===== src/rtl/rpfl_pkg.sv =====
`timescale 1ns / 1ps
// Package for the reference-counted page free list.
// Field widths, codes and the controller/datapath command structs; no dependencies.
package rpfl_pkg;

  localparam int REG_W      = 15;
  localparam int KIND_W     = 3;
  localparam int PAGE_W     = 14;
  localparam int STATUS_W   = 2;
  localparam int COUNT_O_W  = 16;
  localparam int CFG_IDX_W  = 3;

  localparam logic [REG_W-1:0] PAGE_COUNT_RST    = 15'd16384;
  localparam logic [REG_W-1:0] IO_HOLE_FIRST_RST = 15'd160;
  localparam logic [REG_W-1:0] IO_HOLE_END_RST   = 15'd256;
  localparam logic [REG_W-1:0] KERNEL_END_RST    = 15'd256;

  typedef enum logic [CFG_IDX_W-1:0] {
    REG_PAGE_COUNT    = 3'd0,
    REG_IO_HOLE_FIRST = 3'd1,
    REG_IO_HOLE_END   = 3'd2,
    REG_KERNEL_END    = 3'd3
  } reg_idx_e;

  typedef enum logic [KIND_W-1:0] {
    KIND_INIT   = 3'd0,
    KIND_ALLOC  = 3'd1,
    KIND_INCREF = 3'd2,
    KIND_DECREF = 3'd3,
    KIND_FREE   = 3'd4
  } kind_e;

  typedef enum logic [STATUS_W-1:0] {
    ST_OK    = 2'd0,
    ST_EMPTY = 2'd1,
    ST_RANGE = 2'd2,
    ST_COUNT = 2'd3
  } status_e;

  typedef struct packed {
    logic accept;
    logic init_start;
    logic init_step;
    logic init_fin;
    logic exec;
  } ctl_t;

  typedef struct packed {
    logic init_req;
    logic init_done;
  } sts_t;

endpackage


===== src/rtl/rpfl_ctrl.sv =====
`timescale 1ns / 1ps
// Controller: sequences accept, read-modify-write, the init walk and the
// result register valid. Depends on rpfl_pkg.
module rpfl_ctrl import rpfl_pkg::*; (
  input  logic clk_i,
  input  logic rst_ni,
  input  logic in_valid_i,
  output logic in_ready_o,
  output logic out_valid_o,
  input  logic out_ready_i,
  input  sts_t sts_i,
  output ctl_t ctl_o
);
  localparam logic [1:0] S_IDLE = 2'd0;
  localparam logic [1:0] S_EXEC = 2'd1;
  localparam logic [1:0] S_INIT = 2'd2;

  logic [1:0] state_q, state_d;
  logic       out_valid_q, out_valid_d;
  logic       out_free, out_load;

  assign out_free   = !out_valid_q || out_ready_i;
  assign in_ready_o = state_q == S_IDLE;

  always_comb begin
    state_d             = state_q;
    ctl_o.accept        = 1'b0;
    ctl_o.init_start    = 1'b0;
    ctl_o.init_step     = 1'b0;
    ctl_o.init_fin      = 1'b0;
    ctl_o.exec          = 1'b0;
    case (state_q)
      S_IDLE: begin
        if (in_valid_i) begin
          ctl_o.accept     = 1'b1;
          ctl_o.init_start = sts_i.init_req;
          state_d          = sts_i.init_req ? S_INIT : S_EXEC;
        end
      end
      S_EXEC: begin
        if (out_free) begin
          ctl_o.exec = 1'b1;
          state_d    = S_IDLE;
        end
      end
      S_INIT: begin
        if (!sts_i.init_done) begin
          ctl_o.init_step = 1'b1;
        end else if (out_free) begin
          ctl_o.init_fin = 1'b1;
          state_d        = S_IDLE;
        end
      end
      default: state_d = S_IDLE;
    endcase
  end

  assign out_load    = ctl_o.exec || ctl_o.init_fin;
  assign out_valid_d = out_load ? 1'b1 : (out_ready_i ? 1'b0 : out_valid_q);

  always_ff @(posedge clk_i or negedge rst_ni) begin
    if (!rst_ni) begin
      state_q     <= S_IDLE;
      out_valid_q <= 1'b0;
    end else begin
      state_q     <= state_d;
      out_valid_q <= out_valid_d;
    end
  end

  assign out_valid_o = out_valid_q;

  a_accept_leaves_idle: assert property (@(posedge clk_i) disable iff (!rst_ni)
    in_valid_i && in_ready_o |=> state_q != S_IDLE)
    else $error("accepted beat did not start work");

  a_exec_gives_result: assert property (@(posedge clk_i) disable iff (!rst_ni)
    ctl_o.exec || ctl_o.init_fin |=> out_valid_q)
    else $error("finished item produced no result");

  a_result_from_work: assert property (@(posedge clk_i) disable iff (!rst_ni)
    $rose(out_valid_q) |-> $past(state_q) != S_IDLE)
    else $error("result appeared without an item in progress");

  a_no_overwrite: assert property (@(posedge clk_i) disable iff (!rst_ni)
    out_valid_q && !out_ready_i |-> !(ctl_o.exec || ctl_o.init_fin))
    else $error("pending result overwritten");
endmodule


===== config.mk =====
export PLATFORM = sky130hd
export DESIGN_NAME = rpfl_ctrl
export DESIGN_NICKNAME = d
export VERILOG_FILES = /design/src/rtl/rpfl_pkg.sv /design/src/rtl/rpfl_ctrl.sv
export SDC_FILE = /design/constraint.sdc
export NUM_CORES = 1
export LEC_CHECK = 0
export ABC_CLOCK_PERIOD_IN_PS = 1450
export BUFFER_PORTS_ARGS = -buffer_cell sky130_fd_sc_hd__buf_2
export CAP_MARGIN = 20
export CORE_AREA = 8 8 45 47
export CTS_CLUSTER_DIAMETER = 100
export DETAILED_ROUTE_END_ITERATION = 10
export DIE_AREA = 0 0 53 55
export GPL_ROUTABILITY_DRIVEN = 0
export PLACE_DENSITY = 0.45
export SETUP_SLACK_MARGIN = 0.02
export SLEW_MARGIN = 10
export SYNTH_ARGS = -nofsm -noshare
export SYNTH_HDL_FRONTEND = slang
export SYNTH_SLANG_ARGS = --single-unit
export TNS_END_PERCENT = 5

===== constraint.sdc =====
create_clock -name clk_i -period 1.45 [get_ports clk_i]
set_input_delay 0.29 -clock clk_i [delete_from_list [all_inputs] [get_ports clk_i]]
set_output_delay 0.29 -clock clk_i [all_outputs]
set_load 0.1 [all_outputs]

Word-level counts from Yosys, hierarchy flattened
Index checks and enable logic that the tools add are counted.

cells by class
  equal/unequal tests = 4
  mux-type cells = 14
  reductions and logical operators = 6

operators by type and width
  operator                                                          number
  2-bit two-way mux                                                 7
  1-bit two-way mux                                                 6
  2-bit one-hot mux with 3 select lines                             1
  2-bit != test (second input constant)                             2
  2-bit by 1-bit == test with 1-bit output (second input constant)  1
  2-bit == test (second input constant)                             1
  2-bit zero test                                                   1
  1-bit logical OR                                                  2
  2-bit AND reduction                                               1
  2-bit nonzero test                                                1
  1-bit zero test                                                   1

storage, ports and cells
  register bits after elaboration = 3
  input bits = 6

Depth between registers and ports, before layout
  word-level depth = 7
  mapped depth = 5
  depth with buffers taken out = 5

Worst setup path before layout
No wires, ideal clock.

  kind = register to output
  start point = reg state_q[0]
  end point = out ctl_o[3] (netlist bit)
  arrival time = 2.944 ns
  data required time = 1.160 ns
  path slack = -1.784 ns
  cell stages (with the launch flop) = 6
  path buffers = 0
  cell sequence = dfrtp_1 -> inv_1 -> ha_1 -> and2_1 -> nand2_1 -> inv_1

RTL lines
  what                    line             text
  start, declared         rpfl_ctrl.sv:18  logic [1:0] state_q, state_d;
  start signal, assigned  rpfl_ctrl.sv:66  state_q <= state_d;
  end, declared           rpfl_ctrl.sv:12  output ctl_t ctl_o

==> metrics.md <==
| Metric | Value |
|---|---|
| Setup TNS | -0.477 ns |
| Wirelength per Cell | between 10 and 15 um |
| CP max stage cell | dfrtp_1 |
| FP Rows | 14 |
| Worst R2R End | state_q[0] |
| Least-Margin Pin Slew | just under 0.5 ns |
| Register area share after synthesis | roughly 33% |
| Startpoint types | flop |
| Crit Reg-Reg Startpoint | state_q[1] |
| Part of the cycle the worst path needs | 108% |
| Worst-path cell chain | inv_2, ha_4, and2_4, nand2_4, clkinvlp_4, buf_12 |
| Min-Delay Path Class | in2reg |
| CTS tree | built |
| Vias/cell | slightly below 4 |
| Final max-slew violation count | 0 |
| DRC | 0 |
| Initial core utilization | between 10% and 20% |
| Max Cap Viol | 0 |
| Met1 usage | 5.80% |
| Hold Crit Endpoint | state_q[0] |
| WP buf/inv | 3 |
| WS Path Type | reg2out |
| Final WL | roughly 660 um |
| Worst Setup End Kind | output pin |
| CTS clk-pin slew, worst paths | approximately 0.04 ns |
| Drt initial violations | 2 |
| Syn. warnings | 0 |
| # port buffers | 12 |
| CP delay by family, top | flip-flops |
| Final hold violations | 0 |
| Die Wd | roughly 53 um |
| Placed insts | 54 |
| Tmin final | ~1.6 ns |
| TritonCTS buffer count | 3 |
| Seq cells post-synth | 3 |
| I/O pin count | 13 |
| Worst Hold Launch | in_valid_i |
| Failing checks | setup timing |
| Initial antenna violation count | 0 |
| Pin count of the biggest net entering global routing | 5 |
| Clk Latency, worst-skew pair | roughly 0.23 ns |
| Cells after synthesis | 25 |
| Status | complete, but fails checks |
| Die H | between 50 and 60 um |
| Vias in the first global route | ~290 |
| GR peak layer | met2 |
| Critical path data required time | between 1 and 1.5 ns |
| Clock sink total | 3 |
| Fmax | approximately 640 MHz |
| RSZ-0062 raised after global routing | yes |
| Dpl hpwl | 556 um |
| Yosys cell types | 16 |
| Hold Crit Depth | 3 |
| H-tree depth | 1 |
| Fin Hold WS | 0.376 ns |
| Syn Area/Cell | between 9 and 10 um^2 |
| Crit-path max cell delay | 0.38 ns |
| Synthesis-to-layout area growth | 127% |
| Most frequent cells in the layout | buf_2 (6), buf_12 (6), buf_4 (4) |
| Initial DRT Pass Iterations | 2 |
| Critical path data arrival time | 1.28 ns |
| Overall routing resource usage | 5.42% |
| Post-route setup slack | -0.115 ns |
| Clk buf depth | 2 |
| Maximum fanout along the worst path | 3 |
| # nets final | 56 |
| Finished Layout Cells | 62 |
| R2R Setup Slk | about 0.12 ns |
| Post-Syn Area | roughly 230 um^2 |
| Root Buffer Master | clkbuf_4 |
| Met2 usage | 8.20% |
| Vias | ~250 |
| Syn Nets | 34 |
| Core ar. | between 1000 and 1500 um^2 |
| Antenna fix cells | 0 |
| First-pass GRT wire length | approximately 1.1 mm |
| Grt total ovfl | 0 |
| Share of cells above drive strength 1 | around two thirds |
| Filler cells | approximately 150 |
| R2R cell count | 5 |
| Clk_skew | about 0.0053 ns |
| Relative slew slack | approximately two thirds |
| Met3 GRT Util | ~1.9% |
| Final setup vio count | 5 |
| Total die area | 2920 um^2 |
| Final ANT Viol Nets | 0 |
-- sequential cells by signal, indices dropped and copies added (netlist names) --
name and count:
out_valid_o 1, state_q 2
-- logic make-up after synthesis --
logic type                 synth area share, %
AOI/OAI and AO/OA                         8.33
DFF                                       33.3
adders and majority gates                 16.7
and+or+nand+nor                           36.7
buffers and inverters                     5.00
-- layout make-up --
cell class / instances / area (um^2) / area share [%]
clock buffer: 4 / 26.3 / 5.15
sequential: 3 / 75.1 / 14.7
multi-input combinational: 19 / 184 / 36.0
inverter: 3 / 15.0 / 2.94
timing repair buffer: 17 / 190 / 37.3
tap: 16 / 20.0 / 3.92
-- synth_stat cells --
| cell type | number | share of area [%] |
|---|---|---|
| o21ai_1 | 1 | 2.2 |
| or3b_1 | 1 | 3.9 |
| and3b_1 | 1 | 3.9 |
| ha_1 | 3 | 17 |
| inv_1 | 3 | 5.0 |
| nor2_1 | 1 | 1.7 |
| dfrtp_1 | 3 | 33 |
| nor2b_1 | 3 | 8.3 |
| nand3b_1 | 1 | 3.3 |
| o22ai_1 | 1 | 2.8 |
| nand2_1 | 2 | 3.3 |
| o31ai_1 | 1 | 3.3 |
| and2b_4 | 1 | 4.4 |
| and2_1 | 1 | 2.8 |
| nor3_1 | 1 | 2.2 |
| or2_1 | 1 | 2.8 |
-- how the worst max path moves through the flow --
| stage | from | end | slack [ns] | depth (start not counted) |
|---|---|---|---|---|
| detailed placement | state_q[0] | ctl_o[3] | 0.07 | 6 |
| finish | state_q[1] | ctl_o[3] | -0.12 | 6 |
| CTS | state_q[1] | ctl_o[3] | -0.13 | 6 |
| global placement | state_q[0] | ctl_o[1] | 0.07 | 5 |
| floorplan | state_q[1] | ctl_o[3] | -0.47 | 5 |
| global route | state_q[1] | ctl_o[3] | -0.18 | 6 |
-- tightest hold or removal path: stages --
cell and delay (ns):
buf_2 0.11, nand3b_1 0.08, o21ai_1 0.07
-- per-stage QoR --
| stage | area, um^2 | worst slack (ns) | utilization [%] |
|---|---|---|---|
| final | 510 | -0.115 | 36.9 |
| after global routing | 510 | -0.179 | 36.9 |
| after CTS | 508 | -0.128 | 36.7 |
| after detailed placement | 444 | 0.0663 | 32.1 |
| after global placement | 444 | 0.0689 | 32.1 |
| after floorplan | 267 | -0.475 | - |
-- repair_timing --
| item | CTS | global route |
|---|---|---|
| endpoints found under the setup margin | 6 | 6 |
| hold endpoints to repair | 3 | 0 |
| setup buffers | 3 | 0 |
| resized for setup | 2 | 1 |
| hold buffers | 1 | 0 |
| pin swaps | 2 | 0 |
-- metal layers --
| metal | part of all wire [%] | up-vias |
|---|---|---|
| li1 | - | 124 |
| met1 | 41 | 112 |
| met2 | 51 | 9 |
| met3 | 8.0 | 0 |
| met4 | 0 | 0 |
| met5 | 0 | - |
Power is left out: the tool's default activity adds up to more than one toggle a clock period on the data nets, which glitch-free logic cannot reach.
